[config.mk]
export PLATFORM = sky130hd
export DESIGN_NAME = pba_need
export DESIGN_NICKNAME = d
export VERILOG_FILES = /design/src/hw/rtl/pba_need.sv
export SDC_FILE = /design/constraint.sdc
export NUM_CORES = 1
export LEC_CHECK = 0
export BUFFER_PORTS_ARGS = -buffer_cell sky130_fd_sc_hd__buf_2
export CAP_MARGIN = 20
export CORE_UTILIZATION = 34
export CTS_BUF_LIST = sky130_fd_sc_hd__clkbuf_4
export DETAILED_ROUTE_END_ITERATION = 8
export PLACE_DENSITY = 0.65
export REMOVE_ABC_BUFFERS = 1
export SETUP_SLACK_MARGIN = 0.5
export SKIP_CTS_REPAIR_TIMING = 1
export SLEW_MARGIN = 20
export SYNTH_ARGS = -nofsm -noshare
export SYNTH_HDL_FRONTEND = slang
export SYNTH_SLANG_ARGS = --single-unit
[constraint.sdc]
create_clock -name clock -period 2.8 [get_ports clock]
set_input_delay 0 -clock clock [delete_from_list [all_inputs] [get_ports clock]]
set_output_delay 0 -clock clock [all_outputs]
set_load 0.01 [all_outputs]
[src/hw/rtl/pba_need.sv]
// Byte size to page count rounding, registered at request accept.
module pba_need (
   input  logic        clock,
   input  logic        load,
   input  logic [23:0] size_bytes,
   input  logic [4:0]  page_size_log2,
   output logic [24:0] need_ff
);

   logic [24:0] need_in;
   logic [23:0] mask;

   always_comb begin
      mask = ~(24'hFF_FFFF << page_size_log2);
      if (page_size_log2 >= 5'd24) begin
         need_in = {24'd0, size_bytes != 24'd0};
      end else begin
         need_in = {1'b0, size_bytes >> page_size_log2}
                 + {24'd0, (size_bytes & mask) != 24'd0};
      end
   end

   always_ff @(posedge clock) begin
      if (load) begin
         need_ff <= need_in;
      end
   end

endmodule

Yosys cells after proc, flatten, opt, wreduce, memory -nomap -nowiden
Cells that the tools add are included.
Operators by class
  shift-type cells: 2
  $add $sub $neg: 1
  magnitude comparators: 1
  reductions and logical operators: 2
  bitwise logic cells: 2
  multiplexer cells: 1
Operators by type and width (count)
  nonzero test 24 bit: 2
  adder 24 x 1 -> 25 bit: 1
  bitwise AND 24 bit: 1
  inverter 24 bit: 1
  left shift 24 x 5 -> 24 bit (first input constant): 1
  right shift 24 x 5 -> 24 bit: 1
  greater-or-equal comparator 5 bit (second input constant): 1
  two-way mux 1 bit: 1
Storage, ports and cells
  bits of input ports: 31
  word-level logic and storage cells: 11
  output and inout bits: 25
  register bits: 25

Logic depth before layout (Yosys ltp)
  word-level depth: 6
  mapped depth: 16
  gate-level depth less buffers: 13

Worst setup path after synthesis
No wires, ideal clock.
  kind: in2reg
  from: input port page_size_log2[2]
  to: register need_ff[14] (data pin)
  path slack: -307 ps
  path buffers: 3
  arrival time: 2847 ps
  required time: 2540 ps
  stages: 14
  library setup time: 260 ps
  path through: buf_1 > clkbuf_1 > clkbuf_1 > a2111oi_0 > a21o_1 > mux2i_1 > a21oi_1 > a21oi_1 > ha_1 > ha_1 > o31ai_2 > nor4_4 > nand4b_2 > mux2_4
Between the ends
  cells in the longest elaborated chain, start to end: 5
  elaborated cells on any way between the ends: 7
  classes of those cells: 1 x add/sub; 1 x order compare; 2 x shift; 2 x bitwise; 1 x reduce/logical
RTL lines
  from (decl): line 6  | input logic [4:0] page_size_log2,
  left shift 24 x 5 -> 24 bit: line 14  | mask = ~(24'hFF_FFFF << page_size_log2);
  inverter 24 bit: line 14
  bitwise AND 24 bit: line 19  | + {24'd0, (size_bytes & mask) != 24'd0};
  nonzero test 24 bit: line 19
  adder 24 x 1 -> 25 bit: line 19
  to (signal assigned): line 25  | need_ff <= need_in;
  to (decl): line 7  | output logic [24:0] need_ff
Parallel ways exist; a longest one is shown, timed or not.
A chain may end at the register's enable or synchronous reset.

Final worst setup path
  from: input port page_size_log2[3]
  to: register need_ff[9] (data pin)
The elaborated chain is that of the path after synthesis.

==> results.rst <==
.. list-table::
   :header-rows: 1

   * - Metric
     - Value
   * - Number of antenna violations at the first check in global routing
     - 0
   * - Worst path required time
     - 2890 ps
   * - Startpoint type of the worst setup path
     - input pin
   * - Leading cell type by number of instances after synthesis
     - nand2_1
   * - Logic depth of the worst setup path including buffers
     - 16
   * - Critical Path Max Stage Delay
     - 300 ps
   * - Data arrival time of the critical path
     - 2350 ps
   * - Final min period
     - 2270 ps
   * - Syn_area_per_cell
     - 9.54 sq um
   * - Share of flip-flops with an asynchronous set or reset
     - 0%
   * - Total number of placement rows
     - 35
   * - Cell-by-cell listing of the critical path
     - clkbuf_4, clkinv_1, nand2_1, a21oi_1, o22ai_1, a211oi_1, o2111ai_1, a221o_1, ha_2, buf_4, buf_4, o311ai_4, nor4_4, buf_4, nor2b_1, xnor2_1
   * - Max stage delay cell, worst path
     - a221o_1
   * - CTS max path bufs
     - 2
   * - Share of post-route cells with drive strength above 1
     - 39.8%
   * - Global routing usage summed across all routing layers
     - 21.2%
   * - Final setup vio count
     - 0
   * - Largest reg by FF count
     - need_ff
   * - Number of cells in the design after placement
     - 558
   * - Width of the die
     - 101 microns
   * - Leakage power total
     - 0.00155 uW
   * - Congestion Overflow GR
     - 0
   * - Max Slew Vio Count
     - 0
   * - Post-synthesis instance area
     - 3300 sq um
   * - Final core occ
     - 44.1%
   * - Initial cell density of the core
     - 35.4%
   * - Gate count after technology mapping
     - 346
   * - Half-perimeter wire length after placement
     - 7950 microns
   * - Transition time at the pin with the least slew margin
     - 598 ps
   * - Total of warnings raised by yosys
     - 0
   * - Most Frequent Cell on Critical Path
     - buf_4
   * - Maximum level of the CTS H-tree
     - 1
   * - Number of max-cap violations
     - 0
   * - Yosys top cell area share
     - 22.8%
   * - Nets
     - 471
   * - First-pass GRT wire length
     - 17000 microns
   * - Top Family by Delay on Critical Path
     - compound AO/OA/AOI/OAI gates
   * - Largest regs
     - need_ff: 25 flops
   * - # port buffers
     - 55
   * - Largest register FFs
     - 25
   * - DRT antenna net count
     - 0
   * - Crit share post-route
     - 80.9%
   * - Origin of the worst setup path
     - page_size_log2[3]
   * - Commonest cells post-synth
     - nand2_1 (39), edfxtp_1 (25), nor2_1 (25)
   * - Max frequency
     - 441 MHz
   * - Diodes inserted
     - 0
   * - Worst hold-check path type
     - input pin to flip-flop
   * - Total number of clock tree sinks
     - 25
   * - Die Area
     - 10100 sq um
   * - Number of hold violations in the final report
     - 0
   * - Area growth, synth to finish
     - 24.5%
   * - Capture point of the critical path
     - need_ff[9]$_SDFFCE_PN0P_
   * - EDFF count, synth
     - 25
   * - Max rail drop VDD
     - 0.138 mV
   * - Number of library cell types mapped by synthesis
     - 75
   * - Post-synthesis cell type with the largest combined area
     - edfxtp_1
   * - Total number of vias
     - 3395
   * - Vias in the first global route
     - 3153
   * - Final routed wirelength across all metal layers
     - 10400 microns
   * - # IOs
     - 56
   * - Drc violations
     - 0
   * - Result of the run
     - finished clean
   * - Detailed-routing iteration count for the pre-antenna-repair pass
     - 7
   * - Pin count of the biggest net entering global routing
     - 26
   * - Crit path buf inv count
     - 5
   * - Non-filler cells, final
     - 566
   * - Share of synthesized area occupied by flip-flops and latches
     - 22.8%
   * - Critical Setup Path Class
     - input pin to flip-flop
   * - Setup repair after global routing missed its margin
     - true
   * - Die Y-Extent
     - 101 microns
   * - TritonCTS buffer count
     - 3
   * - Most used flip-flop cell after synthesis
     - edfxtp_1
   * - Seq cells post-synth
     - 25
   * - Core ar.
     - 9330 sq um
   * - Biggest fanout along the worst timing path
     - 12
   * - Cell chosen for the clock root
     - clkbuf_4
   * - TritonCTS clock tree
     - yes
   * - Detailed router's first-iteration violation count
     - 294
   * - Clk pin slew, worst setup/hold paths
     - 130 ps
   * - Endpoint class of the critical path
     - flip-flop
   * - Power density cells
     - 306 nW/um^2
   * - DR vias/cell
     - 6.00
   * - Per-cell routed wire length
     - 18.4 microns
   * - Headroom to the max-slew limit
     - 60.0%
   * - Top post-synthesis cells by area
     - edfxtp_1 (23%), mux4_2 (14%), mux2i_1 (5.2%)
   * - Gpl congestion
     - 0.971
[logic make-up after synthesis]
family | after synthesis | share of synthesized area (%)
compound gates | 81 | 17.1
xor+xnor | 12 | 3.19
fa+ha+maj | 2 | 0.758
buf+inv | 28 | 5.88
flops | 25 | 22.8
mux | 57 | 26.8
simple gates | 141 | 23.5
[report_power, final]
group | leakage, uW | switching [uW] | internal (uW)
logic | 0.00129 | 344 | 282
clock network | 0.0000184 | 106 | 65.4
registers | 0.000240 | 6.69 | 454
[per-stage QoR]
step	area (sq um)	setup TNS (ps)	power [uW]	setup slack (ps)	hold WS, ps
6_report	4110	0	1260	535	84.3
5_1_grt	4110	0	1330	426	64.6
4_1_cts	3980	0	1220	254	71.8
3_5_place_dp	3950	-226	1050	-92.1	407
3_3_place_gp	3950	-31.9	1050	-31.9	410
2_1_floorplan	3130	0	779	6.44	112
[per-layer routing]
metal | share of wire [%] | up-vias | wire, microns | GRT usage (%)
met1 | 43 | 1617 | 4480 | 30.3
met5 | 0 | - | 0 | 0
met4 | 2.1 | 0 | 215 | 6.47
li1 | - | 1549 | - | -
met3 | 7.8 | 22 | 817 | 2.22
met2 | 47 | 207 | 4920 | 33.9
[how the worst min path moves through the flow]
stage / from / endpoint / depth (start not counted)
after floorplan: load / need_ff[0]$_DFFE_PP_ / 0
after global placement: need_ff[12]$_SDFFCE_PN0P_ / need_ff[12] / 1
after detailed placement: need_ff[11]$_SDFFCE_PN0P_ / need_ff[11] / 1
after CTS: size_bytes[22] / need_ff[24]$_SDFFCE_PN0P_ / 3
after global routing: size_bytes[22] / need_ff[24]$_SDFFCE_PN0P_ / 3
final: size_bytes[22] / need_ff[24]$_SDFFCE_PN0P_ / 3
[cells in the final DEF, fill, tap and decap left out, types with 11 or more instances in the layout]
cell,n
buf_2,52
buf_4,51
nand2_1,39
edfxtp_1,25
nor2_1,24
mux4_2,20
a21oi_1,19
o21ai_0,16
nand3_1,16
mux2i_1,15
mux2_2,14
nor3_1,11
[final cells by class]
cell class / instances / area, sq um
Inverter: 6 / 22.5
Multi-Input combinational cell: 293 / 2420
Clock buffer: 4 / 30.0
Sequential cell: 25 / 751
Timing Repair Buffer: 109 / 724
Fill cell: 926 / 5220
Tap cell: 129 / 161
Note: power is estimated with default switching activity, not from simulation.
