File: config.mk
export PLATFORM = sky130hd
export DESIGN_NAME = pba_ram
export DESIGN_NICKNAME = d
export VERILOG_FILES = /design/src/hw/rtl/pba_ram.sv
export SDC_FILE = /design/constraint.sdc
export NUM_CORES = 2
export LEC_CHECK = 0
export BUFFER_PORTS_ARGS = -buffer_cell sky130_fd_sc_hd__buf_2
export CAP_MARGIN = 0
export CORE_UTILIZATION = 55
export CTS_CLUSTER_SIZE = 25
export DETAILED_ROUTE_END_ITERATION = 10
export PLACE_DENSITY = 0.7
export REMOVE_ABC_BUFFERS = 1
export SYNTH_ARGS = -nofsm -noshare
export SYNTH_HDL_FRONTEND = slang
export SYNTH_SLANG_ARGS = --single-unit
File: constraint.sdc
create_clock -name clock -period 2.6 [get_ports clock]
set_clock_uncertainty 0.05 [all_clocks]
set_input_delay 0 -clock clock [delete_from_list [all_inputs] [get_ports clock]]
set_output_delay 0 -clock clock [all_outputs]
set_load 0.005 [all_outputs]
File: src/hw/rtl/pba_ram.sv
// Generic simple dual-port RAM with registered read.
module pba_ram #(
   parameter int WIDTH = 8,
   parameter int DEPTH = 256,
   localparam int AW = (DEPTH > 1) ? $clog2(DEPTH) : 1
) (
   input  logic             clock,
   input  logic             we,
   input  logic [AW-1:0]    waddr,
   input  logic [WIDTH-1:0] wdata,
   input  logic [AW-1:0]    raddr,
   output logic [WIDTH-1:0] rdata
);

   logic [WIDTH-1:0] mem_ff [DEPTH];
   logic [WIDTH-1:0] rdata_ff;

   always_ff @(posedge clock) begin
      if (we) begin
         mem_ff[waddr] <= wdata;
      end
      rdata_ff <= mem_ff[raddr];
   end

   assign rdata = rdata_ff;

endmodule

Word-level counts from Yosys, hierarchy flattened
Memory sizes are Yosys's and may differ from the RTL's. A register that Yosys moved wholly into a read port is not among the register bits.
Index checks and enable logic that the tools add are counted.

storage, ports and cells
  register bits = 0
  latch bits = 0
  bits in writable memories = 2048
  memory bits (read-only) = 0
  bits of input ports = 26
  output and inout port bits = 8
  logic and storage cells = 3
  memories = 1

operators by class
  add/sub/neg operators = 0
  $mul = 0
  div/mod/pow operators = 0
  magnitude comparators = 0
  equality and inequality tests = 0
  shifts and indexed selects = 0
  mux-type cells = 2
  bitwise gates (word level) = 0
  reductions and logical operators = 0

memory list
  memory  words  bits a word  rd ports  clocked after Yosys merged registers in  write ports  RTL line  source
  mem_ff  256    8            1         1                                        1            15        logic [WIDTH-1:0] mem_ff [DEPTH];

operator list
  operator  number
  $mux W1   2

Logic depth before layout (Yosys ltp)
  word-level depth = 2
  mapped depth = 11
  depth with buffers taken out = 6

Worst setup path before layout
Ideal clock, no wire load.

  path type = in2reg
  start point = in raddr[0]
  end point = reg rdata_ff[2], in the netlist rdata[2], read port of mem_ff
  library setup time = 0.131 ns
  arrival = 1.807 ns
  data required time = 2.419 ns
  setup slack = 0.612 ns
  stages = 9
  path buffers = 4
  cell sequence = buf_6 -> buf_12 -> buf_8 -> buf_2 -> mux4_2 -> a22oi_1 -> a21oi_1 -> nor4_1 -> nor4_2

RTL lines
  item         RTL line  source
  from (decl)  11        input logic [AW-1:0] raddr,
  to (decl)    16        logic [WIDTH-1:0] rdata_ff;

==> impl.org <==
** Placed design
- Routability-driven placement finished with a final weighted congestion of 0.913.
- Once detailed placement completed, the half-perimeter wirelength came to 127000 um.
- Buffers placed on the I/O ports in this run total 33.

** Worst setup path
- STA classifies the critical path endpoint as a flop.
- Crit Reg-Reg Endpoint :: rdata[5]$_DFF_P_
- Kind of launch point of the worst setup path :: flop
- Worst endpoint data arrival time :: ~3.2 ns
- Worst reg2reg path startpoint :: mem_ff[82][5]$_DFFE_PP_
- Required time of the critical path :: ~3.2 ns
- Measured in cells, the most critical reg-to-reg path has a length of 8.
- Maximum fanout along the worst path :: 1
- Setup slack on the worst reg-to-reg path comes out at 0.07 ns.
- Launching element of the worst setup path :: mem_ff[82][5]$_DFFE_PP_
- Worst setup path class :: flop to flop

** Detailed routing
- Routed WL :: 197000 um
- In this run the remaining antenna-violating nets after routing total 0.
- After detailed routing, the number of remaining DRC violations is 0.
- Total number of vias :: 41000
- The highest metal layer carrying signal wires in the routed design is met5.
- The pre-antenna-repair detailed-routing pass consisted of 6 iterations.
- Routed via count divided by cell count :: 6.42
- Total routed wire length on the met1 layer :: 74500 um
- Routed wire length per instance :: 30.8 um
- After detailed routing, the met2 layer carries 96600 um of wire.
- Met3 WL :: 19300 um
- In this run, the number of DRC markers left after iteration 0 of detailed routing was 5626.

** Floorplanning
- The die is 382 um wide.
- Overall die area :: 146000 um^2
- The floorplan step set the die height to 382 um.
- The floorplan step defined a core boundary enclosing ~140000 um^2.
- 34 I/O pins were placed.
- The initial utilization of the core area, before any placement, comes to 55.4%.
- After floorplanning, the core was divided into 139 placement rows.

** Timing
- Slew at the pin closest to its max-slew limit :: 0.879 ns
- Setup total negative slack on the finished layout was measured at 0 ns.
- The worst path in the final design needs a cycle of 2.53 ns, including I/O delays and setup.
- The final hold violation count came to 0.
- Max Fclk :: 0.396 GHz
- Setup repair after global routing left no endpoint under its margin.
- Number of slew-limit violations in the final report :: 0
- Max_slew headroom :: 41.2%
- Post-Route Hold Slack :: 0.0832 ns
- Setup Viol. Count Final :: 0
- After layout, the worst path uses around 97% of the clock period.

** Clock network
- After clock tree synthesis, the clock-pin slew on the worst setup and hold paths is 0.06 ns.
- The clock passes through at most 3 buffers.
- Library cell used as clock root buffer :: clkbuf_16
- CTS tree :: yes
- Depth of the CTS H-tree :: 4
- Clock sinks :: 2056
- The number of clock buffers added by TritonCTS is about 190.
- Clk Latency, worst-skew pair :: 0.84 ns

** Min path
- Cell depth of the worst min-delay path :: 5
- Launch instance of the worst min-delay path :: raddr[4]
- In this run the worst hold path is classified as input port to flop.
- Hold endpoint :: rdata[6]$_DFF_P_

** Yosys
- After synthesis, the largest family of logic cells by area is multiplexers.
- Top flip-flop cell by instance count after synthesis :: edfxtp_1
- Summing the areas of all and, or, nand and nor instances in the mapped netlist gives 2.63% of the synthesized area.
- Area share of the leading cell type in the synthesized netlist :: 77.3%
- In the synthesized netlist the async set-or-reset flop fraction comes to 0%.
- Sequential fraction of the synthesis area :: 77.5%
- Portion of netlist area occupied by mux cells :: 14.6%
- In this run the cell area of the synthesized design comes to 79600 um^2.
- After synthesis, the cell types taking the most area are edfxtp_1 77%, mux4_2 13%, mux2i_1 1.7%.
- Summing the areas of all fa, ha and maj instances in the mapped netlist gives 0% of the synthesized area.
- Count leader, synth :: edfxtp_1
- The synthesized netlist devotes 3.42% of its cell area to compound gates.
- Xor and xnor fraction of the mapped netlist area :: 0%
- After synthesis, the netlist uses 55 different library cells.
- Top cells by count, synth :: 2048 x edfxtp_1, 454 x mux4_2, 282 x nor2_1
- Total of warnings raised by yosys :: 0
- Number of cells produced by synthesis :: 3733
- Cell type with the highest aggregate area in the netlist :: edfxtp_1
- Count of flip-flops with a built-in enable after synthesis :: 2048
- Syn Area/Cell :: 21.3 um^2
- After synthesis the netlist holds a flip-flop and latch count of 2056.

** Finish
- In the final layout, flip-flops and latches occupy 61700 um^2.
- In the final layout, the multi-input gates occupy 16500 um^2.
- Synthesis-to-layout area growth :: 15.9%
- For this run, the post-layout net count is 4350.
- Fill cells in the final layout number just over 9000.
- Fraction of layout instances using a drive strength above 1 :: between 30% and 40%

** Pwr
- Leakage power :: about 30 nW
- Power spread over the standard cell area amounts to 733 nW/um^2.
- Across the VDD grid, the largest voltage drop is about 750 uV.
- Overall power consumption after layout is estimated at 0.0675 W.

** GRT
- Wire length of the first global-routing pass :: 285000 um
- Largest net degree at the start of global routing :: 103
- Global routing used 27.2% of the available tracks across all layers.
- Grt ovf :: 0
- The number of global-route vias before repair was 40900.
- The initial antenna violation count is 6.

** Outcome
- The run finished with clean final reports.

** Job
- Number of max-cap violations :: 0
layout make-up:
type,count,area share [%]
diodes,2,0.00543
inverters,2,0.00814
flip-flops and latches,2056,66.9
clock inverters,116,1.19
clock buffers,239,5.47
repair buffers,630,5.92
multi-input cells,1442,17.9
well taps,1903,2.58
logic make-up after synthesis:
| kind of cell | Yosys count |
|---|---|
| simple gates | 466 |
| mux | 591 |
| flops | 2056 |
| compound gates | 385 |
| buf+inv | 235 |
metrics by stage:
| step | cell area, um^2 | setup slack (ns) | utilization [%] | cells |
|---|---|---|---|---|
| detailed placement | 85800 | -1.08 | 59.8 | 6014 |
| global placement | 85800 | -0.978 | 59.8 | 6014 |
| floorplan | 78100 | 0.142 | - | 3500 |
| CTS | 92200 | 0.0320 | 64.2 | 6388 |
| finish | 92200 | 0.0719 | 64.2 | 6390 |
| global route | 92200 | 0.0267 | 64.2 | 6388 |
placed cells by master, fill, tap and decap left out, types with 5 or more instances in the layout:
master / Yosys / routed
and2_1: 6 / 6
nand2b_1: 8 / 8
nor2b_1: 31 / 28
o22ai_1: 28 / 28
clkinv_1: 1 / 47
a22o_1: 8 / 8
mux4_2: 454 / 454
nand2_1: 33 / 33
clkbuf_1: 111 / 44
nand3_1: 34 / 34
o211ai_1: 10 / 10
o22a_1: 5 / 5
nor2_1: 282 / 279
buf_12: 8 / 53
o221ai_1: 46 / 46
buf_8: 13 / 6
nor3_1: 22 / 21
clkinv_2: 0 / 34
a21oi_1: 96 / 96
clkinvlp_4: 0 / 7
nor4_1: 24 / 21
a211oi_1: 16 / 16
bufinv_16: 0 / 14
clkinv_8: 0 / 6
nand4_1: 10 / 10
mux2i_1: 134 / 134
buf_4: 27 / 527
a221oi_1: 13 / 13
o21ai_0: 10 / 10
a22oi_1: 133 / 133
buf_2: 31 / 21
edfxtp_1: 2048 / 2048
clkbuf_16: 0 / 195
dfxtp_1: 8 / 8
dlygate4sd3_1: 0 / 19
critical path, cell delays in order, from the launching register on:
cell and delay (ns):
edfxtp_1 0.38, mux4_2 0.47, a22o_1 0.29, a221oi_1 0.27, buf_4 0.22, o32ai_1 0.11
nor3_2 0.37, buf_4 0.19, nor4_1 0.05
per-layer routing:
metal	vias up	track usage, %
met3	355	5.54
li1	16900	-
met2	2262	43.5
met4	6	8.75
met5	-	0
met1	21500	37.9
state kept, by name, indices dropped and copies added (netlist names):
signal and cells:
rdata 8, mem_ff 2048
power breakdown:
part | switching [W] | total [W] | leakage, nW | internal (W)
sequential | 0.0000846 | 0.0366 | 18.5 | 0.0365
combinational | 0.00223 | 0.00365 | 8.21 | 0.00142
clock | 0.0120 | 0.0273 | 2.98 | 0.0152
worst max-delay path by stage:
stage               depth (start not counted)               end
floorplan                                   6  rdata[6]$_DFF_P_
global placement                           10  rdata[2]$_DFF_P_
detailed placement                         10  rdata[2]$_DFF_P_
finish                                      8  rdata[5]$_DFF_P_
CTS                                         6  rdata[3]$_DFF_P_
global route                                8  rdata[5]$_DFF_P_
what timing repair did:
action | CTS | global route
buffers inserted | 0 | 0
hold buffers | 19 | 0
hold endpoints to repair | 2218 | 0
gates resized for setup | 5 | 1
pin swaps | 0 | 0
endpoints found under the setup margin | 4 | 1
(Power assumes the default switching activity.)
